File: src/rtl/scsf_pkg.sv
`timescale 1ns / 1ps
// ----------------------------------------------------------------------------
// scsf_pkg
// Types and codes shared by the syscall sequence filter.
// ----------------------------------------------------------------------------
package scsf_pkg;

    localparam int CALL_W   = 10;
    localparam int TBL_W    = 60;
    localparam int LEN_W    = 3;
    localparam int CFG_IDX_W = 2;

    typedef enum logic [2:0] {
        REQ_CALL   = 3'd0,
        REQ_RETURN = 3'd1,
        REQ_EXIT   = 3'd2,
        REQ_ERROR  = 3'd3,
        REQ_SIGNAL = 3'd4,
        REQ_QUOTA  = 3'd5
    } req_type_t;

    typedef enum logic [1:0] {
        QUOTA_WALL = 2'd0,
        QUOTA_CPU  = 2'd1,
        QUOTA_MEM  = 2'd2,
        QUOTA_DISK = 2'd3
    } quota_kind_t;

    typedef enum logic [1:0] {
        ACT_CONT = 2'd0,
        ACT_KILL = 2'd1,
        ACT_FINI = 2'd2
    } proc_action_t;

    typedef enum logic [3:0] {
        V_NONE = 4'd0,
        V_OK   = 4'd1,
        V_RF   = 4'd2,
        V_AT   = 4'd3,
        V_IE   = 4'd4,
        V_RT   = 4'd5,
        V_TL   = 4'd6,
        V_ML   = 4'd7,
        V_OL   = 4'd8
    } verdict_t;

    typedef enum logic [CFG_IDX_W-1:0] {
        CFG_INIT_SEQ   = 2'd0,
        CFG_INIT_LEN   = 2'd1,
        CFG_ALLOW_SET  = 2'd2,
        CFG_ALLOW_CNT  = 2'd3
    } cfg_index_t;

endpackage

File: src/rtl/syscall_sequence_filter.sv
`timescale 1ns / 1ps
// Results are registered: an accepted transaction shows its result in the next cycle.
// Throughput: one transaction per cycle while the response side does not stall;
// the single result register and the six parallel allowed-set compares set this figure.
// Reset: asynchronous, active low; clears configuration to zero, enters the
// initial phase at position zero, clears the denied call and the result valid.
// ----------------------------------------------------------------------------
// syscall_sequence_filter
// Checks process events against an initial call sequence and an allowed set.
// ----------------------------------------------------------------------------
module syscall_sequence_filter
    import scsf_pkg::*;
#(
    parameter int TABLE_DEPTH = 6,
    parameter int CALL_BITS   = 10
) (
    input  logic                 clk,
    input  logic                 rst_n,

    input  logic                 cfg_valid,
    output logic                 cfg_ready,
    input  logic [CFG_IDX_W-1:0] cfg_index,
    input  logic [TBL_W-1:0]     cfg_data,

    input  logic                 req_valid,
    output logic                 req_stall,
    input  logic [2:0]           req_type,
    input  logic [CALL_W-1:0]    call_number,
    input  logic [7:0]           exit_status,
    input  logic [1:0]           quota_kind,

    output logic                 rsp_valid,
    input  logic                 rsp_stall,
    output logic [1:0]           action,
    output logic [3:0]           verdict,
    output logic [CALL_W-1:0]    last_denied
);

    localparam logic [LEN_W-1:0] DEPTH_L = LEN_W'(TABLE_DEPTH);

    logic [TBL_W-1:0]  init_seq_reg;
    logic [LEN_W-1:0]  init_len_reg;
    logic [TBL_W-1:0]  allow_set_reg;
    logic [LEN_W-1:0]  allow_cnt_reg;

    logic              in_init_reg, in_init_next;
    logic [LEN_W-1:0]  seq_pos_reg, seq_pos_next;
    logic [CALL_W-1:0] denied_reg, denied_next;

    logic              rsp_valid_reg;
    proc_action_t      action_reg, action_next;
    verdict_t          verdict_reg, verdict_next;
    logic [CALL_W-1:0] last_denied_reg;

    logic              req_accept;
    logic [CALL_W-1:0] call_m;
    logic [CALL_W-1:0] seq_entry;
    logic [LEN_W-1:0]  len_c;
    logic [LEN_W-1:0]  cnt_c;
    logic              allow_hit;
    logic              call_ok;
    logic              seq_check;

    assign cfg_ready  = 1'b1;
    assign req_stall  = rsp_valid_reg && rsp_stall;
    assign req_accept = req_valid && !req_stall;

    assign call_m = CALL_W'(call_number[CALL_BITS-1:0]);
    assign len_c  = (init_len_reg > DEPTH_L) ? DEPTH_L : init_len_reg;
    assign cnt_c  = (allow_cnt_reg > DEPTH_L) ? DEPTH_L : allow_cnt_reg;
    assign seq_check = in_init_reg && (seq_pos_reg < len_c);

    always_comb
    begin
        seq_entry = '0;
        allow_hit = 1'b0;
        for (int i = 0; i < TABLE_DEPTH; i++)
        begin
            if (seq_pos_reg == LEN_W'(i))
                seq_entry = CALL_W'(init_seq_reg[i*CALL_BITS +: CALL_BITS]);
            if ((LEN_W'(i) < cnt_c) &&
                (call_m == CALL_W'(allow_set_reg[i*CALL_BITS +: CALL_BITS])))
                allow_hit = 1'b1;
        end
    end

    always_comb
    begin
        in_init_next = in_init_reg;
        seq_pos_next = seq_pos_reg;
        denied_next  = denied_reg;
        action_next  = ACT_KILL;
        verdict_next = V_IE;
        call_ok      = seq_check ? (call_m == seq_entry) : allow_hit;
        case (req_type)
            REQ_CALL:
            begin
                if (call_ok)
                begin
                    action_next  = ACT_CONT;
                    verdict_next = V_NONE;
                    if (seq_check)
                    begin
                        seq_pos_next = seq_pos_reg + LEN_W'(1);
                        if (seq_pos_next >= len_c)
                            in_init_next = 1'b0;
                    end
                end
                else
                begin
                    verdict_next = V_RF;
                    denied_next  = call_m;
                end
            end
            REQ_RETURN:
            begin
                action_next  = ACT_CONT;
                verdict_next = V_NONE;
            end
            REQ_EXIT:
            begin
                action_next  = ACT_FINI;
                verdict_next = (exit_status == 8'd0) ? V_OK : V_AT;
            end
            REQ_SIGNAL:
                verdict_next = V_RT;
            REQ_QUOTA:
            begin
                case (quota_kind)
                    QUOTA_MEM:  verdict_next = V_ML;
                    QUOTA_DISK: verdict_next = V_OL;
                    default:    verdict_next = V_TL;
                endcase
            end
            default:
                verdict_next = V_IE;
        endcase
    end

    always_ff @(posedge clk or negedge rst_n)
    begin
        if (!rst_n)
        begin
            init_seq_reg  <= '0;
            init_len_reg  <= '0;
            allow_set_reg <= '0;
            allow_cnt_reg <= '0;
        end
        else if (cfg_valid && cfg_ready)
        begin
            unique case (cfg_index_t'(cfg_index))
                CFG_INIT_SEQ:  init_seq_reg  <= cfg_data;
                CFG_INIT_LEN:  init_len_reg  <= cfg_data[LEN_W-1:0];
                CFG_ALLOW_SET: allow_set_reg <= cfg_data;
                CFG_ALLOW_CNT: allow_cnt_reg <= cfg_data[LEN_W-1:0];
                default: ;
            endcase
        end
    end

    always_ff @(posedge clk or negedge rst_n)
    begin
        if (!rst_n)
        begin
            in_init_reg   <= 1'b1;
            seq_pos_reg   <= '0;
            denied_reg    <= '0;
            rsp_valid_reg <= 1'b0;
        end
        else if (req_accept)
        begin
            in_init_reg   <= in_init_next;
            seq_pos_reg   <= seq_pos_next;
            denied_reg    <= denied_next;
            rsp_valid_reg <= 1'b1;
        end
        else if (!rsp_stall)
        begin
            rsp_valid_reg <= 1'b0;
        end
    end

    always_ff @(posedge clk)
    begin
        if (req_accept)
        begin
            action_reg      <= action_next;
            verdict_reg     <= verdict_next;
            last_denied_reg <= denied_next;
        end
    end

    assign rsp_valid   = rsp_valid_reg;
    assign action      = action_reg;
    assign verdict     = verdict_reg;
    assign last_denied = last_denied_reg;

`ifndef SYNTH
    a_pos_bound: assert property (@(posedge clk) disable iff (!rst_n)
        seq_pos_reg <= DEPTH_L)
        else $error("sequence position beyond table depth");

    a_pos_step: assert property (@(posedge clk) disable iff (!rst_n)
        !$stable(seq_pos_reg) |-> $past(req_accept) &&
            (seq_pos_reg == $past(seq_pos_reg) + LEN_W'(1)))
        else $error("sequence position moved without a single step");

    a_denied_src: assert property (@(posedge clk) disable iff (!rst_n)
        !$stable(denied_reg) |-> $past(req_accept) &&
            ($past(req_type) == REQ_CALL))
        else $error("denied call changed without a call transaction");

    a_phase_end: assert property (@(posedge clk) disable iff (!rst_n)
        $fell(in_init_reg) |-> $past(req_accept) && !$stable(seq_pos_reg))
        else $error("initial phase ended without a sequence match");

    a_cont_none: assert property (@(posedge clk) disable iff (!rst_n)
        rsp_valid_reg && (action_reg == ACT_CONT) |-> verdict_reg == V_NONE)
        else $error("continue result carries a verdict");
`endif

endmodule
File: config.mk
export PLATFORM = sky130hd
export DESIGN_NAME = syscall_sequence_filter
export DESIGN_NICKNAME = d
export VERILOG_FILES = /design/src/rtl/scsf_pkg.sv /design/src/rtl/syscall_sequence_filter.sv
export SDC_FILE = /design/constraint.sdc
export NUM_CORES = 1
export LEC_CHECK = 0
export ABC_AREA = 1
export BUFFER_PORTS_ARGS = -buffer_cell sky130_fd_sc_hd__clkbuf_2
export CAP_MARGIN = 20
export CELL_PAD_IN_SITES_DETAIL_PLACEMENT = 0
export CELL_PAD_IN_SITES_GLOBAL_PLACEMENT = 1
export CORE_ASPECT_RATIO = 1.5
export CORE_MARGIN = 2
export CORE_UTILIZATION = 46
export DETAILED_ROUTE_END_ITERATION = 10
export GPL_TIMING_DRIVEN = 0
export PLACE_DENSITY = 0.84
export SLEW_MARGIN = 20
export SYNTH_ARGS = -nofsm -noshare
export SYNTH_HDL_FRONTEND = slang
export SYNTH_SLANG_ARGS = --single-unit
File: constraint.sdc
create_clock -name clk -period 6.8 [get_ports clk]
set_input_delay 1.02 -clock clk [delete_from_list [all_inputs] [get_ports clk]]
set_output_delay 1.02 -clock clk [all_outputs]
set_load 0.005 [all_outputs]
=== Word-level counts from Yosys, hierarchy flattened ===
Index checks and enable logic that the tools add are counted.
W data, S select, Z words.

* Register bits after elaboration: 157
* Bits of input ports: 90
* Output and inout bits: 19
* Logic and storage cells: 89

* Add/sub/neg operators: 1
* Magnitude comparators: 10
* Equality and inequality tests: 22
* Muxes and demuxes: 25
* Reductions and logical operators: 20

{| class="wikitable"
|+ Operator list
! operator !! number
|-
| $mux W10 || 8
|-
| $eq A10 B10 Y1 || 7
|-
| $pmux W4 S5 || 1
|-
| $eq A3 B3 Y1 const B || 4
|-
| $mux W1 || 10
|-
| $eq A3 B2 Y1 const B || 3
|-
| $logic_and A1 B1 Y1 || 9
|-
| $eq A2 B2 Y1 const B || 4
|-
| $logic_not A8 Y1 || 1
|-
| $pmux W4 S2 || 1
|-
| $reduce_and A2 Y1 || 4
|-
| $eq A3 B1 Y1 const B || 2
|-
| $gt A3 B3 Y1 const B || 2
|-
| $logic_not A3 Y1 || 2
|-
| $lt A1 B3 Y1 const A || 2
|-
| $lt A2 B3 Y1 const A || 2
|-
| $lt A3 B3 Y1 const A || 2
|-
| $mux W3 || 2
|-
| $pmux W2 S3 || 1
|-
| $reduce_and A5 Y1 || 1
|-
| $mux W2 || 2
|-
| $reduce_and A4 Y1 || 1
|-
| $add A3 B1 Y3 const B || 1
|-
| $ge A3 B3 Y1 || 1
|-
| 5 further kinds || 5
|}

=== Longest topological paths before layout ===
* Depth after elaboration: 13
* Gate-level depth with buffers: 24
* Mapped depth without buffers: 23

=== Worst setup path before layout ===
OpenSTA, ideal clock, no wires.

* Path kind: in2reg
* Start: in call_number[0]
* End: reg last_denied_reg[0] (netlist: last_denied[0]) (data pin)
* Setup time: 0.255 ns
* Arrival time: 2.451 ns
* Path slack: 4.094 ns
* Stages on the path: 15
* Path buffers: 2
* Cells stage by stage: clkbuf_1 -> inv_1 -> o21ai_0 -> a211oi_1 -> o2111ai_1 -> nor2_1 -> nand2_1 -> nand2_1 -> nand2_1 -> nand3_1 -> nand2_1 -> nand2_2 -> buf_6 -> nand2_1 -> and2_1

* Cells in the longest elaborated chain, start to end: 11
* Elaborated cells between the ends (all ways): 22
* Classes of those cells: 7 x eq/ne; 9 x mux; 6 x reduce/logical

{| class="wikitable"
|+ Ends and longest elaborated chain
! what !! line !! text
|-
| from (decl) || syscall_sequence_filter.sv:28 || <nowiki>input logic [CALL_W-1:0] call_number,</nowiki>
|-
| $eq A10 B10 Y1 || syscall_sequence_filter.sv:82 || <nowiki>(call_m == CALL_W'(allow_set_reg[i*CALL_BITS +: CALL_BITS])))</nowiki>
|-
| $logic_and A1 B1 Y1 || syscall_sequence_filter.sv:81 || <nowiki>if ((LEN_W'(i) < cnt_c) &&</nowiki>
|-
| $mux W1 (6 in series) || syscall_sequence_filter.sv:81 ||
|-
| $mux W1 || syscall_sequence_filter.sv:94 || <nowiki>call_ok = seq_check ? (call_m == seq_entry) : allow_hit;</nowiki>
|-
| $mux W10 (*) || syscall_sequence_filter.sv:98 || <nowiki>if (call_ok)</nowiki>
|-
| $mux W10 (*) || syscall_sequence_filter.sv:95 || <nowiki>case (req_type)</nowiki>
|-
| via denied_next[0] || syscall_sequence_filter.sv:48 || <nowiki>logic [CALL_W-1:0] denied_reg, denied_next;</nowiki>
|-
| to (signal assigned) || syscall_sequence_filter.sv:189 || <nowiki>last_denied_reg <= denied_next;</nowiki>
|-
| to (decl) || syscall_sequence_filter.sv:53 || <nowiki>logic [CALL_W-1:0] last_denied_reg;</nowiki>
|}

Mark *: on every way through the listed nets, which the timed path passes. The rest lies on a longest branch.
A chain may end at the register's enable or synchronous reset.

=== Final worst setup path ===
* Start: reg seq_pos_reg[2]
* End: reg last_denied_reg[0] (netlist: last_denied[0]) (data pin)

* Cells in the longest elaborated chain, start to end: 11
* Elaborated cells between the ends (all ways): 18
* Classes of those cells: 1 x order compare; 6 x eq/ne; 9 x mux; 2 x reduce/logical

{| class="wikitable"
|+ Ends and longest elaborated chain
! what !! line !! text
|-
| from (decl) || syscall_sequence_filter.sv:47 || <nowiki>logic [LEN_W-1:0] seq_pos_reg, seq_pos_next;</nowiki>
|-
| from (signal assigned) || syscall_sequence_filter.sv:173 || <nowiki>seq_pos_reg <= seq_pos_next;</nowiki>
|-
| $logic_not A3 Y1 || syscall_sequence_filter.sv:79 || <nowiki>if (seq_pos_reg == LEN_W'(i))</nowiki>
|-
| $mux W10 (6 in series) || syscall_sequence_filter.sv:79 ||
|-
| $eq A10 B10 Y1 || syscall_sequence_filter.sv:94 ||
|-
| $mux W1 (*) || syscall_sequence_filter.sv:94 ||
|-
| $mux W10 (*) || syscall_sequence_filter.sv:98 ||
|-
| $mux W10 (*) || syscall_sequence_filter.sv:95 ||
|-
| via denied_next[0] || syscall_sequence_filter.sv:48 ||
|}

Marks and branches as above.

==> impl_results.md <==
- Vias in the first global route: 6722
- Worst-Skew Late Latency: 430 ps
- Startpoint Class: flip-flop
- Gr usage total: 0.257
- Most used cell, CP: nand2_1
- Vias per cell: 5.08
- Post-synthesis net count: 1119
- Sequential element share of the synthesized area: 0.501
- CP cell instances: inv_1 > buf_6 > ha_1 > inv_1 > buf_2 > nand2_1 > inv_1 > nand2_1 > nand2_1 > nand2_1 > nand2_1 > nand2_1 > nand2_1 > nand3_1 > nor2_1 > nand3_1 > nand2_1 > nand2_1 > nand2_2 > buf_6 > nand2_1 > and2_1
- N_diodes: 0
- Chip Width: 112 um
- P per Cell Area: 270 mW/mm^2
- Reg area: 0.00401 mm^2
- YS warnings: 0
- Clock sinks: 157
- Tmin final: 3330 ps
- Status: finished clean
- Hold Path Origin: in_init_reg
- Final Cell Area: 0.00940 mm^2
- H-tree levels: 4
- Largest net degree at the start of global routing: 89
- Post-cts resize count: 0
- # rows: 59
- DR pass1 iterations: 5
- EDFF count, synth: 16
- CTS clk-pin slew, worst paths: 60 ps
- CP max stage delay: 540 ps
- DIE HEIGHT: 166 um
- Worst Path Buf+Inv: 6
- Final slew viol count: 0
- Fmax: 0.300 GHz
- CTS tree: built
- Placed cell area: 0.00881 mm^2
- Grt total ovfl: 0
- Initial Util: 0.466
- Max rail drop VDD: 0.000175 V
- Clock buffer depth: 2
- Worst-path fanout max: 10
- Layout overhead on the synthesized area: 17.4%
- Worst setup startpoint: seq_pos_reg[2]
- Crit path arrival time: 3510 ps
- Cts hold-fix bufs: 0
- Clock skew: 9.92 ps
- Most frequent cells in the layout: nand2_1 (319), dfrtp_1 (140), o21ai_0 (135), inv_1 (134), clkbuf_2 (99)
- Synth Area in Adders: 0.0172
- Average cell area after synthesis: 7.87 um^2
- DR vias: 6921
- Wire per inst: 16.7 um
- Initial antenna violation count: 0
- Nets: 1238
- Pleak: 4.99 nW
- Critical path type: reg -> reg
- First-pass GRT wire length: 36300 um
- Commonest non-fill, non-tap cell in the layout: nand2_1
- Final setup vio count: 0
- Post-CTS setup buffers: 0
- Num CTS Buffers: 17
- Total negative setup slack: 0 ps
- Cells after Synth: 1018
- Largest family of logic cells by synthesized area: simple AND/OR/NAND/NOR gates
- Post-synth cell types: 41
- Post-Synth XOR/XNOR Area: 0.0405
- Core area: 0.0172 mm^2
- Simple-Gate Fraction of Synth Area: 0.245
- Fin. Hold Viols: 0
- GPL Wtd Cong: 0.944
- DRC: 0
- Antenna viol nets, final: 0
- Top_reg_cell synth: dfrtp_1
- Worst path slowest cell: dfrtp_1
- RSZ-0062 raised after global routing: no
- Mux contribution to synthesized area: 0
- Max Cap Viol: 0
- Worst slew pin tran: 660 ps
- CP delay by family, top: simple AND/OR/NAND/NOR gates
- Max-slew headroom: 0.560
- DR iter-0 viols: 524
- Mapped Area: 0.00801 mm^2
- FILL cells: 1703
- Layout cells sized above 1: 0.143
- Clock Root Buffer: clkbuf_16
- Post-synth ARST share: 0.898
- Final non-filler cell total: 1362
- Fin crit share: 0.490
- Post-detail-place hpwl: 17100 um
- Total Die Area: 0.0185 mm^2
- Element type at the critical path end: flip-flop
- Crit path required time: 6980 ps
- Multi-input gate area: 0.00326 mm^2
- Worst reg2reg startpoint: seq_pos_reg[2]
- Synth Area in Compound Gates: 0.104
- Routed WL: 22700 um
- Worst hold path type: reg -> reg
- Number of port buffers: 99
- Placed Cells: 1331
- FF+latch count, synth: 157
- Ports: 109
[where the power goes]
part           internal, mW  switching [mW]
sequential             1.10           0.103
clock                 0.584           0.382
combinational         0.156           0.220
total                  1.83           0.705
[layer usage]
layer | global-route usage | routed length (um) | vias up
met5 | 0 | 0 | -
met2 | 0.454 | 11500 | 214
li1 | - | - | 3432
met4 | 0.0960 | 720 | 0
met3 | 0.0394 | 1020 | 47
met1 | 0.319 | 9480 | 3228
[tightest hold or removal path, delay by kind of cell (launching register included)]
| kind | cells | cell delay (ps) |
|---|---|---|
| compound gates | 1 | 60 |
| buf+inv | 1 | 40 |
| flops | 1 | 370 |
[final timing paths]
path | depth (start not counted) | endpoint | slack [ps]
min in group asynchronous | 1 | init_seq_reg[24] | 550
worst max-delay path | 22 | last_denied[0] | 3470
worst min-delay path | 2 | in_init_reg | 470
max in group asynchronous | 2 | denied_reg[0] | 5420
worst min register to register | 2 | in_init_reg | 470
worst max register to register | 22 | last_denied[0] | 3470
[area by class of cell]
type | instances | area share
flip-flops and latches | 157 | 0.427
multi-input cells | 676 | 0.346
repair buffers | 100 | 0.0566
inverters | 139 | 0.0555
clock buffers | 20 | 0.0475
well taps | 213 | 0.0284
plain buffers | 46 | 0.0234
clock inverters | 11 | 0.0154
[cells in the mapped netlist (2+ instances only)]
master,instances,share of area
nor3_1,6,0.0038
xor2_1,29,0.032
buf_2,7,0.0044
nor3b_1,3,0.0028
clkinv_1,3,0.0014
edfxtp_1,16,0.060
inv_1,134,0.063
buf_6,3,0.0042
nand4_1,5,0.0039
a21oi_1,4,0.0025
nor4_1,6,0.0047
o2111ai_1,3,0.0033
and2_1,10,0.0078
inv_2,2,0.00094
dfrtp_1,140,0.44
ha_1,11,0.017
clkbuf_1,28,0.013
o22ai_1,3,0.0023
o21ai_0,135,0.084
o211ai_1,3,0.0028
xnor2_1,8,0.0088
or2_1,2,0.0016
buf_1,3,0.0014
nand2_1,319,0.15
buf_4,4,0.0038
nand3_1,58,0.036
or2_2,14,0.011
nand2_2,3,0.0023
nor2_1,43,0.020
a211oi_1,2,0.0019
[metrics by stage]
step | worst slack (ps) | hold slack, ps | power [mW] | utilization
detailed placement | 3370 | 461 | 1.59 | 0.512
finish | 3470 | 468 | 2.54 | 0.546
global route | 3190 | 501 | 2.67 | 0.546
floorplan | 4090 | 443 | 1.43 | -
global placement | 2290 | 453 | 1.58 | 0.510
CTS | 3530 | 470 | 2.55 | 0.546
[cells by family after synthesis]
kind of cell / after synthesis
XOR/XNOR: 37
buffers and inverters: 185
adder cells (fa/ha/maj): 11
AND/OR/NAND/NOR: 470
AO/OA/AOI/OAI: 157
flip-flops: 157
other: 1
(Power assumes the default switching activity.)
